### src/rtl/lca_pkg.sv
// Shared types and constants for the Euler-tour LCA engine.
// No dependencies; every RTL file but lca_ram imports this package.
`default_nettype none

package lca_pkg;

  localparam int DEF_MAX_NODES    = 512;
  localparam int DEF_MAX_TOUR     = 1024;
  localparam int DEF_TABLE_LEVELS = 10;

  localparam int CMD_W = 2;
  localparam int ID_W  = 9;
  localparam int HT_W  = 9;

  localparam logic [CMD_W-1:0] CMD_CLEAR  = 2'd0;
  localparam logic [CMD_W-1:0] CMD_APPEND = 2'd1;
  localparam logic [CMD_W-1:0] CMD_QUERY  = 2'd2;

  typedef enum logic [3:0] {
    ST_IDLE,
    ST_WIPE,
    ST_QA,
    ST_QB,
    ST_R0,
    ST_R1,
    ST_R2,
    ST_LX,
    ST_LY,
    ST_LW,
    ST_SPAN,
    ST_TX,
    ST_TY,
    ST_TC
  } state_t;

endpackage

`default_nettype wire

### src/rtl/lca_span.sv
// Query span unit: orders two tour positions, picks the table level and the
// start of the second window. Two register stages. Depends on lca_pkg.
`default_nettype none

module lca_span import lca_pkg::*; #(
  parameter int MAX_TOUR     = DEF_MAX_TOUR,
  parameter int TABLE_LEVELS = DEF_TABLE_LEVELS
) (
  input  logic                            clk,
  input  logic                            load,
  input  logic [$clog2(MAX_TOUR)-1:0]     pa,
  input  logic [$clog2(MAX_TOUR)-1:0]     pb,
  output logic [$clog2(MAX_TOUR)-1:0]     lo,
  output logic [$clog2(MAX_TOUR)-1:0]     start2,
  output logic [$clog2(TABLE_LEVELS)-1:0] lvl
);

  localparam int TW  = $clog2(MAX_TOUR);
  localparam int LW  = $clog2(TABLE_LEVELS);
  localparam int MBW = $clog2(TW);

  logic [TW-1:0]  lo1;
  logic [TW-1:0]  hi1;
  logic [TW-1:0]  diff1;
  logic [MBW-1:0] msb;
  logic [LW-1:0]  lvl_c;
  logic [TW:0]    win;

  always_ff @(posedge clk) begin
    if (load) begin
      if (pa > pb) begin
        lo1   <= pb;
        hi1   <= pa;
        diff1 <= pa - pb;
      end else begin
        lo1   <= pa;
        hi1   <= pb;
        diff1 <= pb - pa;
      end
    end
  end

  // Level is the top set bit of the span minus one, clamped to the last level.
  always_comb begin
    msb = '0;
    for (int i = 0; i < TW; i++) begin
      if (diff1[i]) begin
        msb = MBW'(i);
      end
    end
    if (32'(msb) > TABLE_LEVELS - 1) begin
      lvl_c = LW'(TABLE_LEVELS - 1);
    end else begin
      lvl_c = LW'(msb);
    end
    win = (TW+1)'(1) << lvl_c;
  end

  always_ff @(posedge clk) begin
    lo     <= lo1;
    lvl    <= lvl_c;
    start2 <= TW'(({1'b0, hi1} + (TW+1)'(1)) - win);
  end

endmodule

`default_nettype wire

### config.mk
export PLATFORM = sky130hd
export DESIGN_NAME = lca_span
export DESIGN_NICKNAME = d
export VERILOG_FILES = /design/src/rtl/lca_pkg.sv /design/src/rtl/lca_span.sv
export SDC_FILE = /design/constraint.sdc
export NUM_CORES = 1
export LEC_CHECK = 0
export BUFFER_PORTS_ARGS = -buffer_cell sky130_fd_sc_hd__buf_4
export CORE_AREA = 3 3 77 79
export CTS_CLUSTER_SIZE = 10
export DETAILED_ROUTE_END_ITERATION = 8
export DIE_AREA = 0 0 80 82
export PLACE_DENSITY = 0.84
export SLEW_MARGIN = 20
export SYNTH_ARGS = -nofsm -noshare
export SYNTH_HDL_FRONTEND = slang
export SYNTH_SLANG_ARGS = --single-unit
### constraint.sdc
create_clock -name clk -period 4 [get_ports clk]
set_input_delay 0.8 -clock clk [delete_from_list [all_inputs] [get_ports clk]]
set_output_delay 0.8 -clock clk [all_outputs]
set_load 0.05 [all_outputs]
* Yosys cells after proc, flatten, opt, wreduce, memory -nomap -nowiden
Cells that the tools add are included.
** Word-level totals
- Register bits after elaboration :: 54
- Input bits :: 22
- Output and inout port bits :: 24
- Logic and storage cells :: 26
** Cells by class
- Add/sub/neg operators :: 4
- $lt $le $gt $ge :: 2
- Shift-type cells :: 1
- Mux-type cells :: 13
** Operators with widths (number)
- 4-bit two-way mux :: 9
- 10-bit two-way mux :: 3
- 10-bit subtractor :: 3
- 10-bit by 1-bit adder with 10-bit output, second input constant :: 1
- 10-bit greater-than comparator :: 1
- 1-bit by 4-bit left shift with 10-bit output, first input constant :: 1
- 4-bit greater-than comparator, second input constant :: 1
- 1-bit two-way mux :: 1

* Logic depth before layout (Yosys ltp)
- Word-level depth :: 13
- Mapped depth :: 16

* Least setup slack after synthesis
Ideal clock, no wire load.
- Path kind :: register to register
- Start :: reg diff1[4]
- End :: reg start2[9]
- Library setup time :: 120 ps
- Arrival :: 2865 ps
- Required time :: 3880 ps
- Slack :: 1015 ps
- Stages on the path, launching flop included :: 13
- Path buffers :: 0
- Cell sequence :: edfxtp_1 > nor4_1 > nand3_1 > or3_1 > ha_1 > ha_1 > fa_1 > a21o_1 > a21oi_1 > nor2b_1 > o21ai_0 > a21oi_1 > xnor2_1
** Between the ends
- Word-level cells in the longest chain between the ends :: 10
** Ends and longest elaborated chain
- from (decl) :: RTL line lca_span.sv:24 : logic [TW-1:0] diff1;
- from (signal assigned) :: RTL line lca_span.sv:34 : diff1 <= pa - pb;
- from (signal assigned) :: RTL line lca_span.sv:38 : diff1 <= pb - pa;
- 4-bit two-way mux (*) (6 in series) :: RTL line lca_span.sv:47 : if (diff1[i]) begin
- 4-bit greater-than comparator :: RTL line lca_span.sv:51 : if (32'(msb) > TABLE_LEVELS - 1) begin
- 4-bit two-way mux (*) :: RTL line lca_span.sv:51
- 1-bit by 4-bit left shift with 10-bit output (*) :: RTL line lca_span.sv:56 : win = (TW+1)'(1) << lvl_c;
- 10-bit subtractor (*) :: RTL line lca_span.sv:62 : start2 <= TW'(({1'b0, hi1} + (TW+1)'(1)) - win);
- to (signal assigned) :: RTL line lca_span.sv:62
- to (decl) :: RTL line lca_span.sv:14 : output logic [$clog2(MAX_TOUR)-1:0] start2,
Mark *: on every way between the ends. The rest lies on a longest branch, timed or not.
A chain may end at the register's enable or synchronous reset.

* Worst setup path after layout
Same ends and word-level chain as after synthesis.

==> qor.csv <==
metric;value;unit
status;finished, final reports clean;
synth_edf_count;29;
use_met2;33.69;%
vias;2195;
die_y;82;um
finalHoldViolations;0;
postSynthCellCount;286;
wl_per_cell;14.04;um
ys_ff_latch;53;
cts.repair.resized;0;
cts_tree;yes;
cts_root_buf;clkbuf_8;
synthToLayoutAreaGrowth;16.92;%
power_density;540.3;mW/mm^2
yosysSeqAreaShare;45.11;%
period_needed;3.418;ns
cts_buffer_depth;2;
initial_core_util;55.42;%
grt_max_degree;52;
cts_buffers;5;
syn-cell-area;0.002995;mm^2
slew_violations;0;
yosys_most_used_dff;edfxtp_1;
final-setup-viol-count;0;
cts.sinks;53;
fin_worst_skew;0.007976;ns
min_path_type;flop to flop;
grt_usage;17.88;%
dp.final_hpwl;4241;um
vias_per_cell;5.460;
met1_usage;19.63;%
yosysMostFrequentCell;ha_1;
grt_pass1_wl;9094;um
reg2reg_setup_slack;0.58;ns
postCtsHoldBufs;0;
rsz0062_at_grt;no;
crit_type;flop to flop;
vdd_drop_max;0.3250;mV
io_buffers;45;
first_iter_violations;124;
yosys-top-cells-area;edfxtp_1 (29%), dfxtp_1 (16%), ha_1 (15%), o21ai_0 (4.0%), nand2_1 (3.9%);
worst_hold_slack;0.3548;ns
detail-route-antenna-nets;0;
drv_cap;0;
die_x;80;um
clk_latency;0.31;ns
grt_pass1_vias;2076;
io_pins;46;
synth_area_leader_cell;edfxtp_1;
p_leak;1.608;nW
fin_nets;390;
top_usage_layer;met2;
place.gp.congestion;0.8137;
num_antenna_cells;0;
h-tree-depth;2;
drive_gt1_share;18.18;%
yosysWarningCount;0;
tightest_slew;0.7343;ns
synthTopCellsByCount;ha_1 (36), nand2_1 (31), edfxtp_1 (29), inv_1 (29);
core_area;0.005405;mm^2
endpoint_kind;flop;
max_freq;292.6;MHz
synth_fp_nets;347;
synth_cell_types;44;
ys_async_sr_fraction;0;%
postCtsSetupBuffers;0;
crit_arrival;3.61;ns
cp_max_fo;4;
post-route-period-util;85.44;%
dieArea;0.006560;mm^2
grt.overflow.total;0;
num_rows;27;
synth_top_area_share;29.07;%
path_clk_slew;0.09;ns
critPathRequiredTime;4.20;ns
timing.setup.tns;0;ns
avgSynthCellArea;10.47;um^2
use_met3;2.851;%
grt_antenna_before_repair;0;
startpoint_type;flop;
slew_headroom;50.86;%
drt-total-wl;5645;um
first_pass_iters;5;
drc_errors;0;
-- area by class of cell --
type                       count  area [um^2]
fill                         452         1903
multi-input combinational    194         1470
sequential                    53         1351
timing repair buffer          46        365.4
inverter                      29        108.9
tap                           72        90.09
clock buffer                   7        86.33
clock inverter                 1        30.03
-- sequential cells by signal, indices dropped and copies added, names as in the netlist --
register / flops
hi1: 10
lo1: 10
lo: 10
start2: 10
diff1: 9
lvl: 4
-- power by group --
| part | internal, W | switching (W) | total [W] |
|---|---|---|---|
| Clock | 0.000204 | 0.000166 | 0.000370 |
| Combinational | 0.000288 | 0.000494 | 0.000782 |
| Sequential | 0.000704 | 0.0000362 | 0.000740 |
| Total | 0.00120 | 0.000696 | 0.00189 |
-- worst max-delay path, stage by stage, from the launching register on --
cell	delay, ns
edfxtp_1	0.41
nor4_1	0.60
nand3_1	0.17
or3_1	0.35
ha_1	0.19
ha_1	0.20
fa_1	0.41
a21o_1	0.18
a21oi_1	0.20
nor2b_1	0.07
o21ai_0	0.25
a21oi_1	0.13
xnor2_1	0.14
-- routing by layer --
| metal | part of all wire [%] | vias to the layer above |
|---|---|---|
| met5 | 0 | - |
| met4 | 2.9 | 0 |
| met3 | 6.0 | 17 |
| met2 | 53 | 75 |
| met1 | 38 | 1016 |
| li1 | - | 1087 |
-- cells by family (layout without fill, tap and decap cells) --
| group | after synthesis | in the layout | synth area share [%] |
|---|---|---|---|
| xor gates and xnor gates | 17 | 17 | 4.971 |
| adders and majority gates | 39 | 39 | 17.04 |
| DFF | 53 | 53 | 45.11 |
| AOI/OAI and AO/OA | 68 | 68 | 14.16 |
| muxes | 7 | 7 | 2.548 |
| and+or+nand+nor | 63 | 63 | 10.11 |
| buffers and inverters | 39 | 83 | 6.056 |
-- per-stage QoR --
step,total power (W),std cells,worst slack [ns],utilization [%],instance area [um^2]
floorplan,0.001325,286,1.015,-,2995
global placement,0.001501,393,0.6124,62.13,3358
detailed placement,0.001525,393,0.5198,62.13,3358
CTS,0.001895,401,0.5662,64.28,3475
global route,0.001996,402,0.1747,64.79,3502
finish,0.001892,402,0.5824,64.79,3502
-- cell usage in the layout (no fill, tap or decap), types with 3 or more instances in the layout --
cell type | Yosys | routed
buf_4 | 2 | 45
clkbuf_8 | 0 | 6
and2_1 | 3 | 3
o21a_1 | 3 | 3
o21ai_0 | 24 | 24
ha_1 | 36 | 36
or3_1 | 4 | 4
fa_1 | 3 | 3
nor2b_1 | 3 | 3
mux2i_1 | 5 | 5
a21oi_1 | 14 | 14
edfxtp_1 | 29 | 29
inv_1 | 29 | 29
xnor2_1 | 10 | 10
a31oi_1 | 4 | 4
nand2_1 | 31 | 31
nand3b_1 | 3 | 3
xor2_1 | 7 | 7
dfxtp_1 | 24 | 24
a21o_1 | 7 | 7
nand2b_1 | 3 | 3
nor2_1 | 8 | 8
-- path summary, 6_finish.rpt --
path	startpoint	to	cells after the start
worst min register to register	lo1[8]$_DFFE_PP_	lo[8]$_DFF_P_	0
worst max register to register	diff1[4]$_DFFE_PP_	start2[9]$_DFF_P_	12
worst max-delay path	diff1[4]$_DFFE_PP_	start2[9]$_DFF_P_	12
worst min-delay path	lo1[8]$_DFFE_PP_	lo[8]$_DFF_P_	0
Power figures use the tool's default switching activity.
