**src/rtl/lca_ram.sv**
```systemverilog
// Generic single-write, single-read synchronous RAM with registered read data.
// No dependencies.
`default_nettype none

module lca_ram #(
  parameter int WIDTH = 8,
  parameter int DEPTH = 16
) (
  input  logic                     clk,
  input  logic                     we,
  input  logic [$clog2(DEPTH)-1:0] waddr,
  input  logic [WIDTH-1:0]         wdata,
  input  logic                     re,
  input  logic [$clog2(DEPTH)-1:0] raddr,
  output logic [WIDTH-1:0]         rdata
);

  logic [WIDTH-1:0] mem [DEPTH];

  always_ff @(posedge clk) begin
    if (we) begin
      mem[waddr] <= wdata;
    end
    if (re) begin
      rdata <= mem[raddr];
    end
  end

endmodule

`default_nettype wire

```
**config.mk**
```make
export PLATFORM = sky130hd
export DESIGN_NAME = lca_ram
export DESIGN_NICKNAME = d
export VERILOG_FILES = /design/src/rtl/lca_ram.sv
export SDC_FILE = /design/constraint.sdc
export NUM_CORES = 1
export LEC_CHECK = 0
export ABC_AREA = 1
export BUFFER_PORTS_ARGS = -buffer_cell sky130_fd_sc_hd__buf_4
export CORE_ASPECT_RATIO = 1.25
export CORE_MARGIN = 1
export CORE_UTILIZATION = 50
export DETAILED_ROUTE_END_ITERATION = 6
export PLACE_DENSITY = 0.69
export SLEW_MARGIN = 20
export SYNTH_ARGS = -nofsm -noshare
export SYNTH_HDL_FRONTEND = slang
export SYNTH_SLANG_ARGS = --single-unit
export TNS_END_PERCENT = 20
```
**constraint.sdc**
```tcl
create_clock -name clk -period 2.65 [get_ports clk]
set_input_delay 0.3975 -clock clk [delete_from_list [all_inputs] [get_ports clk]]
set_output_delay 0.3975 -clock clk [all_outputs]
set_load 0.01 [all_outputs]
```
# ---- Yosys cells after proc, flatten, opt, wreduce, memory -nomap -nowiden
# Memory sizes are Yosys's and may differ from the RTL's. A register that Yosys moved wholly into a read port is not among the register bits.
# Cells that the tools add are included.
dict set report op_classes {
  n_mux 2
}
# operator count
set op_table {}
lappend op_table {{1-bit 2-to-1 mux} 2}
dict set report totals {
  regBits 0
  ram_bits 128
  input_bits 19
  wordCells 3
  mem_count 1
}
# memory depth word_bits read_ports rd_ports_with_merged_regs write_ports line
set mem_list {}
lappend mem_list {mem 16 8 1 1 1 18} ;# logic [WIDTH-1:0] mem [DEPTH];

# ---- Logic depth before layout (Yosys ltp)
# Gate-level depths: netlist of the first run.
dict set report logic_depth {
  depth_word 2
  mapped_depth 8
  depth_no_buf 7
}

# ---- Worst setup path after synthesis of the first run
# No wires, ideal clock.
dict set report synth_timing {
  kind {input -> register}
  from {input port waddr[2]}
  to {memory mem[10][0] (enable)}
  setup_time_ns 0.370
  arrival_time_ns 0.978
  required_time_ns 2.280
  slack_ns 1.302
  cell_stages 2
  n_path_buf 0
  path_cell_list {nand3b_1 > nor2_1}
}
# element line
set synth_rtl {}
lappend synth_rtl {{start: declaration} 11} ;# input logic [$clog2(DEPTH)-1:0] waddr,
lappend synth_rtl {{end: declaration} 18}
# No word-level cell before the write port.

==> results.json, run 1 <==
{
  "crit_path_top_delay_cell": "inv_2",
  "min_path_type": "input pin to flop",
  "path_common_cell": "nand3_1",
  "yosysMostFrequentCell": "nand2_1",
  "yosys.area_share.simple_pct": 20.8,
  "placed_area_um2": 6110,
  "final_cell_area_um2": 6590,
  "grt_usage_pct": 23.3,
  "cts_hold_buf": 0,
  "htreeDepth": 4,
  "slew_viol_final": 0,
  "dieHeight_um": 123,
  "cts-resized-gates": 0,
  "cp.required_ns": 2.82,
  "postRouteAntennaNets": 0,
  "clkTransAtPathRegs_ns": 0.05,
  "synth_cell_types": 11,
  "max_freq_ghz": 0.672,
  "core_area_um2": 11200,
  "diodes": 0,
  "clock_latency_ns": 0.42,
  "area_growth_syn_to_layout_pct": 12.7,
  "cts_buffers": 17,
  "ys.flop_type": "edfxtp_1",
  "synth_fa_ha_area_share_pct": 0,
  "finalHoldViolCount": 0,
  "ys_top_cells_by_count": "173 x nand2_1, 136 x edfxtp_1, 100 x inv_1",
  "drive_above_1_share_pct": 9.49,
  "cp.depth": 6,
  "timing.final.crit_share_pct": 56.2,
  "path_max_fanout": 33,
  "drc": 0,
  "muxShareOfSynthArea_pct": 0,
  "multi_input_area_um2": 1210,
  "fin_worst_skew_ns": 0.00546,
  "gp_congestion": 0.838,
  "cpLargestDelayFamily": "buffers and inverters",
  "num_rows": 43,
  "yosys-top-cells-area": "edfxtp_1 70%, nand2_1 11%, nand3_1 8.3%",
  "synth_edf_count": 136,
  "slew_headroom_pct": 41.4,
  "die_x_um": 98.7,
  "cts_sinks": 136,
  "via_count": 3835,
  "syn-num-nets": 570,
  "fillers": 908,
  "yosysWarnings": 0,
  "synth_top_area_share_pct": 69.8,
  "drt_wl_total_mm": 12.5,
  "first_pass_iters": 7,
  "max_stage_delay_ns": 0.35,
  "root_buffer": "clkbuf_16",
  "status": "finished, final reports clean",
  "tns_ns": 0,
  "drt_iter0_drc": 344,
  "regArea_um2": 4080,
  "cts_tree": "built",
  "worstSetupPathType": "input pin to flop",
  "synth_area_per_cell_um2": 10.6,
  "setup_violations": 0,
  "port_buffers": 26,
  "wire_per_inst_um": 17.2,
  "grt_pass1_wl_mm": 20.1,
  "seq_area_frac_synth_pct": 69.8,
  "dp.final_hpwl_mm": 7.71,
  "critPathBufInv": 2,
  "synthesis.area_um2": 5850,
  "rsz0062_at_grt": "false",
  "synth-compound-area-share_pct": 0,
  "p_per_area_nw_per_um2": 711,
  "grt_pass1_vias": 3930,
  "async_flop_share_pct": 0,
  "grt_max_degree": 65,
  "grt_overflow": 0,
  "synth-xor-area-share_pct": 0,
  "synthCells": 551,
  "cp_cell_sequence": "buf_4 -> inv_2 -> nand3_1 -> nand3_1 -> nand3_1 -> nand2_1",
  "clk_path_buf_depth": 2,
  "cp_data_arrival_time_ns": 1.66,
  "holdPathStages": 1,
  "die_area_um2": 12100,
  "peakVddDrop_uv": 409,
  "vias_per_cell": 5.29,
  "drv_cap": 0,
  "synth_top_area_cell": "edfxtp_1",
  "io_pins": 27,
  "nets": 598,
  "synth_top_family_by_area": "simple AND/OR/NAND/NOR gates",
  "ys_seq_elements": 136,
  "r2r_cells": 6,
  "post_cts_buffers": 0,
  "leakage_nw": 2.83,
  "critPathCaptureType": "flop",
  "worstMarginPinSlew_ns": 0.875,
  "layout_min_cycle_time_ns": 1.49,
  "antenna_found_initial": 0,
  "placedCellCount": 695,
  "start_util_pct": 52.0,
  "stdcell_count": 725,
  "startpoint_type": "input pin"
}
==> per-stage QoR <==
stage | utilization [%] | setup WS, ns | hold WS [ns] | power (W)
global placement | 54.3 | 0.780 | 0.705 | 0.00277
detailed placement | 54.3 | 0.761 | 0.704 | 0.00278
CTS | 58.6 | 1.20 | 0.274 | 0.00470
global route | 58.6 | 1.07 | 0.286 | 0.00483
floorplan | - | 1.30 | 0.496 | 0.00265
finish | 58.6 | 1.16 | 0.283 | 0.00468
==> placed cells by master (no fill, tap or decap) <==
cell and n:
buf_4 32, nand3b_1 2, clkbuf_16 17, inv_1 100
nor2_1 17, nand2_1 173, clkbuf_1 6, buf_12 1
inv_2 2, edfxtp_1 136, clkinv_2 4, nand3_1 97
clkinv_1 3
==> worst reg2reg max path: stages, from the launching register on <==
cell,delay (ns)
edfxtp_1,0.36
inv_1,0.06
nand2_1,0.04
nand3_1,0.10
nand3_1,0.12
nand3_1,0.16
nand2_1,0.06
==> area by class of cell <==
type / count / share of cell area (%)
flip-flops and latches: 136 / 62.0
clock inverters: 7 / 0.475
multi-input cells: 289 / 18.4
clock buffers: 23 / 6.80
repair buffers: 33 / 3.95
inverters: 102 / 5.81
well taps: 135 / 2.56
==> cell families (layout without fill, tap and decap cells) <==
family                 count (synthesis)  count (layout)
and+or+nand+nor                      289             289
DFF                                  136             136
buffers and inverters                126             165
==> power by group <==
group	leakage, nW	switching (W)	internal, W
combinational	1.36	0.000203	0.0000912
clock	0.237	0.000788	0.00116
sequential	1.24	0.0000136	0.00243
==> routing by layer <==
metal,wire length [um],GRT usage (%)
met4,562,15.7
met3,857,4.75
met1,4900,28.3
met5,0,0
met2,6140,38.2
==> path summary, 6_finish.rpt <==
path                                  to       start  slack, ns
worst max-delay path            rdata[2]    raddr[1]       1.16
worst min-delay path            rdata[4]          re       0.28
worst max register to register  rdata[7]   mem[1][7]       1.50
worst min register to register  rdata[5]  mem[10][5]       0.75
==> sequential cells by signal, summed over array words and instances, names as in the netlist <==
register and count:
mem 128, rdata 8
No activity file was read; power rests on OpenSTA's default activity.
==> run 2, diff against run 1 <==
- ABC_AREA: 1 -> 0
- PLACE_DENSITY: 0.69 -> 0.72
- clock period: 2.65 -> 1.3 ns (I/O delays scaled with it)
==> run 2 against run 1 <==
Compared with the run above: the flow now finishes with violations (negative setup slack); synthesized cell count fell by 58%; non-clock buffer count rose by 23; via count fell by 35%; combinational power rose by 92%; utilization rose by 4.9 points; highest routed layer unchanged.
==> results.json, run 2 <==
{
  "drive_above_1_share_pct": 43.6,
  "core_area_um2": 10100,
  "ys_top_cells_by_count": "136 x edfxtp_1, 18 x mux4_2, 16 x a22oi_1",
  "status": "complete, but fails checks",
  "pwr-share-clk_pct": 45.0,
  "postRouteAntennaNets": 0,
  "cts_hold_buf": 0,
  "vias_per_cell": 5.72,
  "slew_viol_final": 0,
  "gp_congestion": 0.761,
  "regMostFlops": "mem",
  "clock_latency_ns": 0.42,
  "post-route-util_pct": 63.5,
  "grt_usage_pct": 21.6,
  "finalHoldViolCount": 0,
  "failed_checks": "negative setup slack",
  "worstMarginPinSlew_ns": 0.838,
  "rsz0062_at_grt": "true",
  "area_growth_syn_to_layout_pct": 22.7,
  "cp_data_arrival_time_ns": 1.64,
  "switching_share_pct": 20.5,
  "leakage_nw": 2.13,
  "place_ws_ns": -0.498,
  "grt_pass1_vias": 2691,
  "clkTransAtPathRegs_ns": 0.06,
  "power.internal_w": 0.00800,
  "p_per_area_nw_per_um2": 1570,
  "drt_wl_total_mm": 10.3,
  "grt_max_degree": 17,
  "drc": 0,
  "io_pins": 27,
  "grt_pass1_wl_mm": 15.6,
  "timing.final.crit_share_pct": 113,
  "setup_violations": 8,
  "seq_area_frac_synth_pct": 78.1,
  "first_pass_iters": 4,
  "post_cts_buffers": 0,
  "cts_sinks": 136,
  "layout_min_cycle_time_ns": 1.47,
  "root_buffer": "clkbuf_16",
  "cts_buffers": 17,
  "cts_tree": "built",
  "placed_area_um2": 5800,
  "htreeDepth": 4,
  "dieHeight_um": 116,
  "seqPwrFrac_pct": 49.4,
  "critPathCaptureType": "flop",
  "drv_cap": 0,
  "grt_overflow": 0,
  "synthesis.area_um2": 5230,
  "path_max_fanout": 1,
  "max_freq_ghz": 0.682,
  "clk_path_buf_depth": 2,
  "wire_per_inst_um": 23.7,
  "ys_seq_elements": 136,
  "drt_iter0_drc": 222,
  "synth_edf_count": 136,
  "largest_reg_flops": 128,
  "ys.flop_type": "edfxtp_1",
  "most-common-layout-cells": "136 x edfxtp_1, 48 x buf_4, 32 x mux4_2",
  "combPwrFrac_pct": 5.6,
  "final_cell_area_um2": 6410,
  "worstSetupPathType": "flop to flop",
  "peakVddDrop_uv": 1040,
  "die_area_um2": 10900,
  "yosysMostFrequentCell": "edfxtp_1",
  "start_util_pct": 51.7,
  "synth_top_area_cell": "edfxtp_1",
  "largestRegisters": "mem (128), rdata (8)",
  "dp.final_hpwl_mm": 6.25,
  "synthCells": 229,
  "min_path_type": "input pin to flop",
  "antenna_found_initial": 0,
  "final_common_cell": "edfxtp_1",
  "synth_top_area_share_pct": 78.1,
  "total_power_w": 0.0101,
  "nets": 313,
  "num_rows": 41,
  "diodes": 0,
  "startpoint_type": "flop",
  "via_count": 2494,
  "cp.required_ns": 1.47,
  "slew_headroom_pct": 43.9,
  "setup_slack_ns": -0.166,
  "fillers": 659,
  "fin_worst_skew_ns": 0.00708,
  "yosysWarnings": 0,
  "synth_area_per_cell_um2": 22.8,
  "synth_cell_types": 18,
  "port_buffers": 26,
  "switching_power_w": 0.00207,
  "async_flop_share_pct": 0,
  "yosys-top-cells-area": "edfxtp_1 78%, mux4_2 7.8%, mux4_1 7.0%",
  "die_x_um": 93.5,
  "syn-num-nets": 248
}
## run 2: metrics by stage
stage,cells,setup TNS [ns],hold WS [ns]
after detailed placement,404,-6.67,0.497
after CTS,436,-0.929,0.0565
after floorplan,229,-2.22,0.294
after global routing,436,-1.12,0.0692
after global placement,404,-6.16,0.491
final,436,-0.812,0.0691
## run 2: timing repair
item / CTS / global route
resized for setup: 4 / 9
endpoints found under the setup margin: 8 / 8
pin swaps: 2 / 0
## run 2: routing by layer
| metal | track usage (%) | wire length, um | part of all wire [%] | up-vias |
|---|---|---|---|---|
| met5 | 0 | 0 | 0 | - |
| met4 | 11.9 | 208 | 2.0 | 0 |
| met3 | 6.25 | 562 | 5.4 | 12 |
| met2 | 35.9 | 5550 | 54 | 96 |
| met1 | 25.4 | 4000 | 39 | 1290 |
| li1 | - | - | - | 1096 |
## run 2: power groups by stage
stage	Combinational, W	Clock, W	Sequential [W]
global placement	0.000528	0	0.00506
CTS	0.000554	0.00457	0.00497
floorplan	0.000275	0	0.00506
global route	0.000607	0.00475	0.00498
finish	0.000564	0.00453	0.00497
detailed placement	0.000537	0	0.00506
## run 2: logic make-up (layout without fill, tap and decap cells)
group                  count (synthesis)  in the layout  synth area share, %
buffers and inverters                 10             88                 1.65
DFF                                  136            136                 78.1
and+or+nand+nor                       35             35                 3.14
AOI/OAI and AO/OA                     16             16                 2.30
muxes                                 32             32                 14.8
## run 2: worst max-delay path, stage by stage, from the launching register on
cell and delay (ns):
edfxtp_1 0.36, mux4_2 0.50, a22oi_2 0.18, buf_4 0.14
nand2_2 0.04
## run 2: final cells by class
type	instances	area, um2	share of cell area, %
Clock buffer	18	429	6.69
Clock inverter	14	134	2.09
Multi-Input combinational cell	83	1080	16.9
Sequential cell	136	4080	63.7
Tap cell	129	161	2.52
Timing Repair Buffer	56	520	8.12
## run 2: final timing paths
kind                                  to  slack [ns]        from  depth (start not counted)
worst min-delay path            rdata[2]        0.07          re                          1
worst min register to register  rdata[7]        0.74   mem[6][7]                          3
worst max-delay path            rdata[1]       -0.17  mem[11][1]                          4
worst max register to register  rdata[1]       -0.17  mem[11][1]                          4
==> run 3, diff against run 2 <==
- CORE_UTILIZATION: 50 -> 40
- PLACE_DENSITY: 0.72 -> 0.6
==> run 3 against run 2 <==
Compared with the run above: the run still ends with negative setup slack left; routed wire length grew 1.1%; sequential share of layout area shrank 1.1 points; total power grew 2.7%; setup slack gained 0.039 ns; hold slack gained 0.029 ns; largest power group unchanged.
==> results.json, run 3 (same netlist as run 2, synthesis figures left out) <==
{
  "failed_checks": "negative setup slack",
  "core_area_um2": 12700,
  "die_area_um2": 13500,
  "io_pins": 27,
  "diodes": 0,
  "cp.required_ns": 1.46,
  "critical_path.endpoint": "rdata[5]",
  "cts_hold_buf": 0,
  "slew_headroom_pct": 40.1,
  "cts_tree": "built",
  "finalHoldViolCount": 0,
  "cts_buffers": 17,
  "num_rows": 46,
  "final_common_cell": "edfxtp_1",
  "start_util_pct": 41.1,
  "dp.final_hpwl_mm": 7.18,
  "grt_util_met1_pct": 21.5,
  "switching_share_pct": 20.4,
  "ff2ff_setup_slack_ns": -0.13,
  "startpoint_type": "flop",
  "peakVddDrop_uv": 895,
  "use_met3_pct": 4.80,
  "regMostFlops": "mem",
  "leakage_nw": 2.18,
  "via_count": 2522,
  "slew_viol_final": 0,
  "area_growth_syn_to_layout_pct": 24.8,
  "layout_min_cycle_time_ns": 1.43,
  "postRouteAntennaNets": 0,
  "drive_above_1_share_pct": 43.9,
  "clock_latency_ns": 0.41,
  "worstMarginPinSlew_ns": 0.895,
  "hold-worst-slack_ns": 0.0979,
  "status": "complete, but fails checks",
  "setup_violations": 8,
  "drc": 0,
  "p_per_area_nw_per_um2": 1580,
  "grt_overflow": 0,
  "htreeDepth": 4,
  "cts_sinks": 136,
  "vias_per_cell": 5.28,
  "grt_pass1_vias": 2671,
  "drv_cap": 0,
  "antenna_found_initial": 0,
  "dieHeight_um": 130,
  "pwr-share-clk_pct": 46.4,
  "largest_reg_flops": 128,
  "die_x_um": 104,
  "nets": 316,
  "rsz0062_at_grt": "true",
  "drt_iter0_drc": 156,
  "r2r_start": "mem[0][5]",
  "cp_data_arrival_time_ns": 1.58,
  "drt_wl_total_mm": 10.4,
  "most-common-layout-cells": "136 x edfxtp_1, 50 x buf_4, 31 x mux4_2",
  "r2r-end": "rdata[5]",
  "port_buffers": 26,
  "fin_worst_skew_ns": 0.00668,
  "wire_per_inst_um": 21.8,
  "post_cts_buffers": 0,
  "root_buffer": "clkbuf_16",
  "grt_usage_pct": 17.2,
  "r2r_cells": 3,
  "busiest_layer": "met2",
  "clk_path_buf_depth": 2,
  "path_max_fanout": 1,
  "power.internal_w": 0.00823,
  "setup_slack_ns": -0.127,
  "largestRegisters": "mem (128), rdata (8)",
  "critPathCaptureType": "flop",
  "gp_congestion": 0.741,
  "max_freq_ghz": 0.701,
  "grt_pass1_wl_mm": 16.2,
  "seqPwrFrac_pct": 48.1,
  "combPwrFrac_pct": 5.5,
  "switching_power_w": 0.00211,
  "crit_start": "mem[0][5]",
  "grt.met2_usage_pct": 28.9,
  "min_path_type": "input pin to flop",
  "grt_max_degree": 17,
  "timing.final.crit_share_pct": 110,
  "first_pass_iters": 4,
  "worstSetupPathType": "flop to flop",
  "place_ws_ns": -0.500,
  "clkTransAtPathRegs_ns": 0.06
}
-- run 3: changes by cell type in the layout (fill, tap and decap cells not counted), moves of 2 or more --
cell and delta:
inv_6 +3, a22oi_1 +2, a22oi_2 -2, clkinv_1 -2, buf_4 +2
-- run 3: layer usage --
metal,wire (um),vias to the layer above
met1,4320,1327
met3,538,7
met2,5430,82
met5,0,-
li1,-,1106
met4,140,0
-- run 3: worst min-delay path by stage --
stage               startpoint        end  depth (start not counted)  slack, ns
global placement      wdata[0]  mem[6][0]                          1       0.51
detailed placement    wdata[1]  mem[2][1]                          1       0.52
finish                wdata[2]  mem[6][2]                          1        0.1
global route                re   rdata[1]                          1        0.1
CTS                   wdata[1]  mem[2][1]                          1       0.09
floorplan             wdata[0]  mem[0][0]                          0       0.29
-- run 3: repair_timing --
item	4_1_cts	5_1_grt
resized for setup	3	6
pin swaps	1	3
setup endpoints to repair	8	8
-- run 3: layout make-up --
| class | instances | area, um2 |
|---|---|---|
| clock buffer | 17 | 425 |
| clock inverter | 15 | 175 |
| fill | 1003 | 6190 |
| multi-input combinational | 83 | 1070 |
| sequential | 136 | 4080 |
| tap | 168 | 210 |
| timing repair buffer | 59 | 556 |
-- run 3: per-stage QoR --
stage          area, um2  utilization [%]  cells  setup TNS (ns)  power, W
4_1_cts             6490             51.1    478          -0.858    0.0104
3_3_place_gp        5880             46.2    446           -9.45   0.00561
3_5_place_dp        5880             46.2    446          -10.25   0.00562
6_report            6530             51.3    478          -0.603    0.0103
2_1_floorplan       5230                -    229           -2.22   0.00534
5_1_grt             6530             51.3    478           -1.02    0.0106
-- run 3: worst max-delay path, stage by stage (launching register included) --
cell,delay (ns)
edfxtp_1,0.38
mux4_2,0.49
a22oi_2,0.23
nand2_1,0.07
-- run 3: power groups by stage --
stage	registers [W]	logic, W	clock network (W)
global route	0.00498	0.000613	0.00505
detailed placement	0.00506	0.000560	0
CTS	0.00497	0.000567	0.00488
global placement	0.00506	0.000549	0
finish	0.00497	0.000568	0.00480
floorplan	0.00506	0.000275	0
