`src/rtl/lca_pkg.sv`:
```
// Shared types and constants for the Euler-tour LCA engine.
// No dependencies; every RTL file but lca_ram imports this package.
`default_nettype none

package lca_pkg;

  localparam int DEF_MAX_NODES    = 512;
  localparam int DEF_MAX_TOUR     = 1024;
  localparam int DEF_TABLE_LEVELS = 10;

  localparam int CMD_W = 2;
  localparam int ID_W  = 9;
  localparam int HT_W  = 9;

  localparam logic [CMD_W-1:0] CMD_CLEAR  = 2'd0;
  localparam logic [CMD_W-1:0] CMD_APPEND = 2'd1;
  localparam logic [CMD_W-1:0] CMD_QUERY  = 2'd2;

  typedef enum logic [3:0] {
    ST_IDLE,
    ST_WIPE,
    ST_QA,
    ST_QB,
    ST_R0,
    ST_R1,
    ST_R2,
    ST_LX,
    ST_LY,
    ST_LW,
    ST_SPAN,
    ST_TX,
    ST_TY,
    ST_TC
  } state_t;

endpackage

`default_nettype wire

```
`src/rtl/lca_ctrl.sv`:
```
// Sequencer for the LCA engine: append, clear pass, table build and query.
// Drives both RAM ports and the span unit. Depends on lca_pkg.
`default_nettype none

module lca_ctrl import lca_pkg::*; #(
  parameter int MAX_NODES    = DEF_MAX_NODES,
  parameter int MAX_TOUR     = DEF_MAX_TOUR,
  parameter int TABLE_LEVELS = DEF_TABLE_LEVELS
) (
  input  logic                  clk,
  input  logic                  rst,
  input  logic                  start,
  output logic                  busy,
  input  logic [CMD_W-1:0]      cmd,
  input  logic [ID_W-1:0]       node,
  input  logic [HT_W-1:0]       height,
  input  logic [ID_W-1:0]       other_node,
  output logic                  done,
  output logic [ID_W-1:0]       lca_node,
  output logic                  found,
  // node store port
  output logic                  nm_we,
  output logic [$clog2(MAX_NODES)-1:0] nm_waddr,
  output logic [HT_W+$clog2(MAX_TOUR):0] nm_wdata,
  output logic                  nm_re,
  output logic [$clog2(MAX_NODES)-1:0] nm_raddr,
  input  logic [HT_W+$clog2(MAX_TOUR):0] nm_rdata,
  // sparse table port
  output logic                  tb_we,
  output logic [$clog2(TABLE_LEVELS)+$clog2(MAX_TOUR)-1:0] tb_waddr,
  output logic [ID_W+HT_W-1:0]  tb_wdata,
  output logic                  tb_re,
  output logic [$clog2(TABLE_LEVELS)+$clog2(MAX_TOUR)-1:0] tb_raddr,
  input  logic [ID_W+HT_W-1:0]  tb_rdata,
  // span unit
  output logic                  span_load,
  output logic [$clog2(MAX_TOUR)-1:0] span_pa,
  output logic [$clog2(MAX_TOUR)-1:0] span_pb,
  input  logic [$clog2(MAX_TOUR)-1:0] span_lo,
  input  logic [$clog2(MAX_TOUR)-1:0] span_start2,
  input  logic [$clog2(TABLE_LEVELS)-1:0] span_lvl
);

  localparam int NW   = $clog2(MAX_NODES);
  localparam int TW   = $clog2(MAX_TOUR);
  localparam int LW   = $clog2(TABLE_LEVELS);
  localparam int NE_W = 1 + HT_W + TW;
  localparam int TE_W = ID_W + HT_W;

  state_t state;
  state_t state_next;

  logic [TW:0]     tour_len;
  logic            ready;
  logic [NW-1:0]   wipe_idx;
  logic [ID_W-1:0] b_id;
  logic            a_in;
  logic            b_in;
  logic            a_ok;
  logic [TW-1:0]   a_pos;
  logic [TW-1:0]   j;
  logic [LW-1:0]   k;
  logic [TE_W-1:0] x_ent;

  logic            res_fire;
  logic            res_found;
  logic [ID_W-1:0] res_node;

  logic            node_in;
  logic            other_in;
  logic            tour_room;
  logic            q_ok;
  logic [31:0]     w32;
  logic [31:0]     half32;
  logic            lvl0_last;
  logic            lvl_last;
  logic            go_lvl1;
  logic            go_next;
  logic [TE_W-1:0] pick;

  assign busy      = (state != ST_IDLE);
  assign node_in   = 32'(node) < MAX_NODES;
  assign other_in  = 32'(other_node) < MAX_NODES;
  assign tour_room = 32'(tour_len) < MAX_TOUR;
  assign q_ok      = a_ok && b_in && nm_rdata[NE_W-1];
  assign w32       = 32'(1) << k;
  assign half32    = w32 >> 1;
  assign lvl0_last = (32'(j) + 32'd1) == 32'(tour_len);
  assign lvl_last  = (32'(j) + w32) == 32'(tour_len);
  assign go_lvl1   = 32'd2 < 32'(tour_len);
  assign go_next   = ((32'(k) + 32'd1) < TABLE_LEVELS) && ((w32 << 1) < 32'(tour_len));
  // on equal depths the later window wins
  assign pick      = (x_ent[HT_W-1:0] < tb_rdata[HT_W-1:0]) ? x_ent : tb_rdata;
  assign span_pa   = a_pos;
  assign span_pb   = nm_rdata[TW-1:0];

  // next state
  always_comb begin
    state_next = state;
    case (state)
      ST_IDLE: begin
        if (start) begin
          case (cmd)
            CMD_CLEAR: state_next = ST_WIPE;
            CMD_QUERY: state_next = ST_QA;
            default:   state_next = ST_IDLE;
          endcase
        end
      end
      ST_WIPE: begin
        if (wipe_idx == NW'(MAX_NODES - 1)) begin
          state_next = ST_IDLE;
        end
      end
      ST_QA: state_next = ST_QB;
      ST_QB: begin
        if (!q_ok) begin
          state_next = ST_IDLE;
        end else if (ready) begin
          state_next = ST_SPAN;
        end else begin
          state_next = ST_R0;
        end
      end
      ST_R0: state_next = ST_R1;
      ST_R1: state_next = ST_R2;
      ST_R2: begin
        if (lvl0_last) begin
          state_next = go_lvl1 ? ST_LX : ST_SPAN;
        end else begin
          state_next = ST_R0;
        end
      end
      ST_LX: state_next = ST_LY;
      ST_LY: state_next = ST_LW;
      ST_LW: begin
        if (lvl_last) begin
          state_next = go_next ? ST_LX : ST_SPAN;
        end else begin
          state_next = ST_LX;
        end
      end
      ST_SPAN: state_next = ST_TX;
      ST_TX:   state_next = ST_TY;
      ST_TY:   state_next = ST_TC;
      ST_TC:   state_next = ST_IDLE;
      default: state_next = ST_IDLE;
    endcase
  end

  // memory ports and result
  always_comb begin
    nm_we     = 1'b0;
    nm_waddr  = wipe_idx;
    nm_wdata  = '0;
    nm_re     = 1'b0;
    nm_raddr  = '0;
    tb_we     = 1'b0;
    tb_waddr  = {LW'(0), j};
    tb_wdata  = '0;
    tb_re     = 1'b0;
    tb_raddr  = {LW'(0), j};
    span_load = 1'b0;
    res_fire  = 1'b0;
    res_found = 1'b0;
    res_node  = '0;
    case (state)
      ST_IDLE: begin
        if (start) begin
          case (cmd)
            CMD_APPEND: begin
              if (node_in && tour_room) begin
                nm_we    = 1'b1;
                nm_waddr = NW'(node);
                nm_wdata = {1'b1, height, TW'(tour_len)};
                tb_we    = 1'b1;
                tb_waddr = {LW'(0), TW'(tour_len)};
                tb_wdata = {node, height};
              end
            end
            CMD_QUERY: begin
              nm_re    = 1'b1;
              nm_raddr = node_in ? NW'(node) : '0;
            end
            default: ;
          endcase
        end
      end
      ST_WIPE: begin
        nm_we = 1'b1;
      end
      ST_QA: begin
        nm_re    = 1'b1;
        nm_raddr = b_in ? NW'(b_id) : '0;
      end
      ST_QB: begin
        span_load = q_ok;
        res_fire  = !q_ok;
      end
      ST_R0: begin
        tb_re = 1'b1;
      end
      ST_R1: begin
        nm_re    = 1'b1;
        nm_raddr = NW'(tb_rdata[TE_W-1 -: ID_W]);
      end
      ST_R2: begin
        // refresh level 0 with the node's current depth
        tb_we    = 1'b1;
        tb_wdata = {x_ent[TE_W-1 -: ID_W], nm_rdata[NE_W-2 -: HT_W]};
      end
      ST_LX: begin
        tb_re    = 1'b1;
        tb_raddr = {LW'(k - LW'(1)), j};
      end
      ST_LY: begin
        tb_re    = 1'b1;
        tb_raddr = {LW'(k - LW'(1)), TW'(32'(j) + half32)};
      end
      ST_LW: begin
        tb_we    = 1'b1;
        tb_waddr = {k, j};
        tb_wdata = pick;
      end
      ST_TX: begin
        tb_re    = 1'b1;
        tb_raddr = {span_lvl, span_lo};
      end
      ST_TY: begin
        tb_re    = 1'b1;
        tb_raddr = {span_lvl, span_start2};
      end
      ST_TC: begin
        res_fire  = 1'b1;
        res_found = 1'b1;
        res_node  = pick[TE_W-1 -: ID_W];
      end
      default: ;
    endcase
  end

  // control registers
  always_ff @(posedge clk) begin
    if (rst) begin
      state    <= ST_WIPE;
      tour_len <= '0;
      ready    <= 1'b0;
      wipe_idx <= '0;
      done     <= 1'b0;
    end else begin
      state <= state_next;
      done  <= res_fire;
      case (state)
        ST_IDLE: begin
          if (start) begin
            case (cmd)
              CMD_CLEAR: begin
                tour_len <= '0;
                ready    <= 1'b0;
                wipe_idx <= '0;
              end
              CMD_APPEND: begin
                if (node_in && tour_room) begin
                  tour_len <= tour_len + (TW+1)'(1);
                  ready    <= 1'b0;
                end
              end
              default: ;
            endcase
          end
        end
        ST_WIPE: wipe_idx <= wipe_idx + NW'(1);
        ST_R2: begin
          if (lvl0_last && !go_lvl1) begin
            ready <= 1'b1;
          end
        end
        ST_LW: begin
          if (lvl_last && !go_next) begin
            ready <= 1'b1;
          end
        end
        default: ;
      endcase
    end
  end

  // datapath registers
  always_ff @(posedge clk) begin
    if (res_fire) begin
      lca_node <= res_node;
      found    <= res_found;
    end
    case (state)
      ST_IDLE: begin
        b_id <= other_node;
        a_in <= node_in;
        b_in <= other_in;
      end
      ST_QA: begin
        a_ok  <= a_in && nm_rdata[NE_W-1];
        a_pos <= nm_rdata[TW-1:0];
      end
      ST_QB: j <= '0;
      ST_R1: x_ent <= tb_rdata;
      ST_R2: begin
        if (lvl0_last) begin
          j <= '0;
          k <= LW'(1);
        end else begin
          j <= j + TW'(1);
        end
      end
      ST_LY: x_ent <= tb_rdata;
      ST_LW: begin
        if (lvl_last) begin
          j <= '0;
          k <= k + LW'(1);
        end else begin
          j <= j + TW'(1);
        end
      end
      ST_TY: x_ent <= tb_rdata;
      default: ;
    endcase
  end

  a_done_single: assert property (@(posedge clk) disable iff (rst) done |=> !done)
    else $error("result strobe lasted more than one cycle");

  a_done_src: assert property (@(posedge clk) disable iff (rst)
    done |-> ($past(state) == ST_QB || $past(state) == ST_TC))
    else $error("result strobe without a query");

  a_full_hold: assert property (@(posedge clk) disable iff (rst)
    (state == ST_IDLE && start && cmd == CMD_APPEND && 32'(tour_len) == MAX_TOUR)
    |=> tour_len == $past(tour_len))
    else $error("append accepted into a full tour");

  a_tb_rw: assert property (@(posedge clk) disable iff (rst)
    !(tb_we && tb_re && tb_waddr == tb_raddr))
    else $error("table read and write hit the same entry");

  a_ready_tx: assert property (@(posedge clk) disable iff (rst) (state == ST_TX) |-> ready)
    else $error("table lookup before the build finished");

endmodule

`default_nettype wire

```
`config.mk`:
```
export PLATFORM = sky130hd
export DESIGN_NAME = lca_ctrl
export DESIGN_NICKNAME = d
export VERILOG_FILES = /design/src/rtl/lca_pkg.sv /design/src/rtl/lca_ctrl.sv
export SDC_FILE = /design/constraint.sdc
export NUM_CORES = 1
export LEC_CHECK = 0
export ABC_AREA = 1
export BUFFER_PORTS_ARGS = -buffer_cell sky130_fd_sc_hd__buf_2
export CAP_MARGIN = 20
export CELL_PAD_IN_SITES_DETAIL_PLACEMENT = 1
export CELL_PAD_IN_SITES_GLOBAL_PLACEMENT = 1
export CORE_MARGIN = 4
export CORE_UTILIZATION = 38
export CTS_BUF_LIST = sky130_fd_sc_hd__clkbuf_8
export DETAILED_ROUTE_END_ITERATION = 8
export GPL_TIMING_DRIVEN = 0
export HOLD_SLACK_MARGIN = 0.05
export PLACE_DENSITY = 0.87
export RECOVER_POWER = 100
export SLEW_MARGIN = 20
export SYNTH_ARGS = -nofsm -noshare
export SYNTH_HDL_FRONTEND = slang
export SYNTH_SLANG_ARGS = --single-unit
```
`constraint.sdc`:
```
create_clock -name clk -period 5 [get_ports clk]
set_clock_uncertainty 0.1 [all_clocks]
set_input_delay 1.5 -clock clk [delete_from_list [all_inputs] [get_ports clk]]
set_output_delay 1.5 -clock clk [all_outputs]
set_load 0.02 [all_outputs]
```
Yosys cells after proc, flatten, opt, wreduce, memory -nomap -nowiden
Index checks and enable logic that the tools add are counted.
- flip-flop bits (word level): 88
- input port bits: 94
- output and inout bits: 121
- logic and storage cells: 140
- add/subtract/negate cells: 9
- magnitude comparators: 5
- equality and inequality tests: 28
- shift operators: 1
- muxes and demuxes: 60
- reductions and logical operators: 24
- operators with widths (kind ; number):
    $mux W20 ; 4
    $mux W18 ; 4
    $mux W9 ; 8
    $pmux W14 S4 ; 1
    $pmux W18 S3 ; 1
    $pmux W4 S13 ; 1
    $mux W10 ; 5
    $mux W4 ; 10
    $add A10 B32 Y32 ; 1
    $eq A32 B11 Y1 ; 1
    $lt A32 B11 Y1 ; 1
    $shl A1 B4 Y32 const A ; 1
    $pmux W10 S3 ; 1
    $pmux W14 S2 ; 1
    $pmux W9 S3 ; 1
    $eq A4 B4 Y1 const B ; 6
    $pmux W11 S2 ; 1
    $pmux W9 S2 ; 1
    $eq A4 B3 Y1 const B ; 4
    $ne A2 B2 Y1 const B ; 7
    $mux W1 ; 12
    $add A10 B1 Y11 const B ; 1
    $add A11 B1 Y11 const B ; 1
    $eq A11 B11 Y1 ; 1
    37 further kinds ; 52

Depth between registers and ports, before layout
- depth after elaboration: 7
- gate-level depth with buffers: 23
- gate-level depth less buffers: 23

Least setup slack after synthesis
Ideal clock, no wire load.
- path type: in2out
- start point: input port tb_rdata[4]
- end point: output port tb_wdata[0]
- arrival time: 3294 ps
- data required time: 3400 ps
- setup slack: 106 ps
- cell stages on the path: 11
- path buffers: 1
- cell sequence: inv_1 > ha_1 > inv_1 > o31ai_1 > nand2_1 > nand3_1 > clkinv_1 > clkbuf_1 > nand2_1 > o21ai_0 > a221o_1
- longest elaborated chain between the ends: 3
- RTL lines (what ; line ; source):
    start, declared ; lca_ctrl.sv:34 ; input logic [ID_W+HT_W-1:0] tb_rdata,
    $lt A9 B9 Y1 ; lca_ctrl.sv:93 ; assign pick = (x_ent[HT_W-1:0] < tb_rdata[HT_W-1:0]) ? x_ent : tb_rdata;
    $mux W18 ; lca_ctrl.sv:93 ;
    $pmux W18 S3 ; lca_ctrl.sv:167 ; case (state)
    end, declared ; lca_ctrl.sv:31 ; output logic [ID_W+HT_W-1:0] tb_wdata,
Every way passes these cells.

Worst setup path after layout
- start point: input port tb_rdata[4]
- end point: output port tb_wdata[8]
The elaborated chain is that of the path after synthesis.

==> summary.txt <==
Crit path required time: 3.40 ns
leading cell types in the layout, fill and taps excluded: nand2_1, buf_2, inv_1
Top FF cell, synth: edfxtp_1
Hold Crit Class: reg -> reg
commonest non-fill, non-tap cell in the layout: nand2_1
internal power: 1.06 mW
dpl hpwl: 22800 um
Mapped Cells: 986
Sequential Area: 2380 um2
Max Buffers Root-to-Sink: 2
setup TNS: 0 ns
DR WL met2: 14300 um
worst path cell trace: buf_2 -> inv_1 -> ha_4 -> inv_1 -> nor3_2 -> o211ai_1 -> nand3_4 -> inv_4 -> clkbuf_8 -> o21ai_0 -> a221o_1 -> buf_2
DRT iter0 DRCs: 495
#FFs+latches synth: 88
sequential share of power: 54.6%
routed wl met3: 1590 um
synthesized area: 6970 um2
M1 wire length: 11400 um
Site Rows: 49
Ys Warns: 0
min-delay src: ready
Net Switching: 0.364 mW
vias in the first global route: 8231
switch share: 25.5%
full die area: 20600 um2
post-route ant nets: 0
CTS buffer count: 9
CP startpoint kind: input port
final net count: 1343
Leakage: 4.08 nW
asr flop ratio synth: 0%
Top delay family on crit path: compound AO/OA/AOI/OAI gates
initial antenna violation count: 1
crit path DAT: 3.38 ns
Residual DRC: 0
max_cap viols: 0
Max Freq: 201 MHz
worst slew pin tran: 1.14 ns
Netlist cell types: 55
EDFF count, synth: 62
first-pass GRT wire length: 43100 um
max-slew violations: 0
TritonRoute pass-1 iters: 4
DRT Wirelength: 28100 um
Worst-path clk slew: 0.09 ns
Reg2Reg Setup Slack: 0.85 ns
CP Capture Type: primary output
Register-to-Register Path Depth: 16
highest routed layer: met5
Setup violations, final: 0
Clock Power Share: 37.2%
critical path's largest stage delay: 0.27 ns
ANT cells: 0
Syn Area/Cell: 7.07 um2
Core Util, Final: 48.3%
status: completed
synthesized net count: 1112
WHS Path Cells: 2
critical path fanouts, max: 10
global route overflow: 0
port bufs: 213
Seq/Total Area, Yosys: 34.2%
Chip Height: 143 um
RSZ-0062 raised after global routing: yes
I/O Pins: 215
Worst path slowest cell: ha_4
vias per cell: 5.40
gr usage total: 26.7%
Skew-Pair Late Insertion Delay: 0.39 ns
WL per Instance: 19.4 um
Fin. Hold Viols: 0
Final Cycle Share: 99.5%
combinational share of power: 8.2%
PwrDens: 164 nW/um2
routability cong.: 0.936
Reg-to-Reg Start: k[0]
area used by multi-input combinational logic: 4010 um2
Die X: 143 um
Setup CP Type: in -> out
synthesis-to-layout area growth: 24.9%
CTS root buffer: clkbuf_8
share of cells above drive strength 1: 22.6%
worst vdd ir: 0.251 mV
clk sink count: 88
Initial Util: 38.7%
FF-to-FF End: k[1]
largest net degree at the start of global routing: 21
core box area: 18000 um2
H-tree levels: 3
DR vias: 7832
fillers: 2444
final period demand of the worst path: 4.98 ns
Tot Pwr: 1.43 mW
Critical Path Stages: 12
Rel. slew slack: 23.7%
CTS tree: done
Buf/Inv on CP: 6
Hold Path End: ready
## power by group through the flow
| stage | clock network [mW] | registers [mW] | logic (mW) |
|---|---|---|---|
| 2_1_floorplan | 0 | 0.795 | 0.0458 |
| 3_3_place_gp | 0 | 0.795 | 0.101 |
| 3_5_place_dp | 0 | 0.795 | 0.107 |
| 4_1_cts | 0.533 | 0.779 | 0.115 |
| 5_1_grt | 0.563 | 0.779 | 0.129 |
| 6_report | 0.531 | 0.779 | 0.118 |
## synth_stat cells, types with 2 or more instances
cell type / count / area [um2]
nor2_1: 123 / 462
buf_2: 2 / 10.0
o21ai_1: 4 / 20.0
a22o_1: 3 / 26.3
dfxtp_1: 26 / 521
a21oi_1: 39 / 195
ha_1: 32 / 400
a221o_1: 9 / 90.1
inv_2: 5 / 18.8
o2111ai_1: 5 / 43.8
clkbuf_1: 19 / 71.3
nor3_1: 23 / 115
nand2_2: 9 / 56.3
nand4_2: 2 / 25.0
nor3b_1: 3 / 22.5
o211ai_1: 22 / 165
o21bai_1: 12 / 90.1
a41oi_1: 2 / 17.5
nor2_2: 7 / 43.8
nand3_1: 51 / 255
a21o_1: 2 / 15.0
nor4_1: 5 / 31.3
a31oi_1: 4 / 25.0
buf_1: 2 / 7.51
inv_1: 129 / 484
or2_2: 3 / 18.8
nand2_1: 243 / 912
xnor2_1: 5 / 43.8
o21ai_0: 56 / 280
xor2_1: 20 / 175
nand3_2: 6 / 60.1
edfxtp_1: 62 / 1860
o221ai_1: 3 / 26.3
buf_4: 12 / 90.1
nand3b_1: 3 / 22.5
nor2_4: 2 / 22.5
a211oi_1: 3 / 22.5
nand4_1: 9 / 56.3
clkinv_1: 3 / 11.3
## routing by layer
layer	vias up	global-route usage, %
met1	3796	31.9
met2	239	48.1
met5	-	0
met4	2	8.37
li1	3744	-
met3	51	5.56
## metrics by stage
stage               hold WS, ns  cells  worst slack, ns  instance area (um2)
floorplan                 0.346    986            0.106                 6970
global placement          0.367   1428           -0.598                 8330
detailed placement        0.369   1428           -0.647                 8330
CTS                       0.387   1445          0.00583                 8590
global route              0.414   1451          -0.0794                 8710
finish                    0.388   1451           0.0238                 8710
## layout make-up
cell class,count,area share [%]
Clock buffer,9,1.42
Clock inverter,7,0.905
Tap cell,229,3.29
Buffer,35,2.36
Multi-Input combinational cell,724,46.1
Inverter,138,6.05
Sequential cell,88,27.3
Timing Repair Buffer,221,12.6
## worst max-delay path by stage
stage / slack (ns) / endpoint / from
after floorplan: 0.11 / tb_wdata[0] / tb_rdata[4]
after global placement: -0.60 / tb_wdata[6] / tb_rdata[8]
after detailed placement: -0.65 / tb_wdata[6] / tb_rdata[8]
after CTS: 0.006 / tb_wdata[0] / tb_rdata[4]
after global routing: -0.08 / tb_wdata[8] / tb_rdata[4]
final: 0.02 / tb_wdata[8] / tb_rdata[4]
## state kept, by name, indices dropped and copies added (netlist names), 4 cells and up
register / count
b_id: 9
j: 10
k: 4
lca_node: 9
span_pa: 10
state: 4
tour_len: 11
wipe_idx: 9
x_ent: 18
## cell families (layout without fill, tap and decap cells)
group | after synthesis | in the layout | share of synthesized area [%]
AO/OA/AOI/OAI | 173 | 173 | 15.7
XOR/XNOR | 25 | 25 | 3.14
adder cells (fa/ha/maj) | 32 | 32 | 5.74
buffers and inverters | 174 | 410 | 10.2
flip-flops | 88 | 88 | 34.2
AND/OR/NAND/NOR | 494 | 494 | 31.0
## worst min-delay path, stage by stage, from the launching register on
cell and delay [ns]:
dfxtp_1 0.33, inv_1 0.07, a21oi_1 0.06
## what timing repair did
action,in CTS,in global routing
endpoints found under the hold margin,0,0
endpoints found under the setup margin,37,34
pin swaps,2,10
gates resized for setup,17,39
setup buffers,2,6
hold buffers,0,0
No activity file was read; power rests on OpenSTA's default activity.
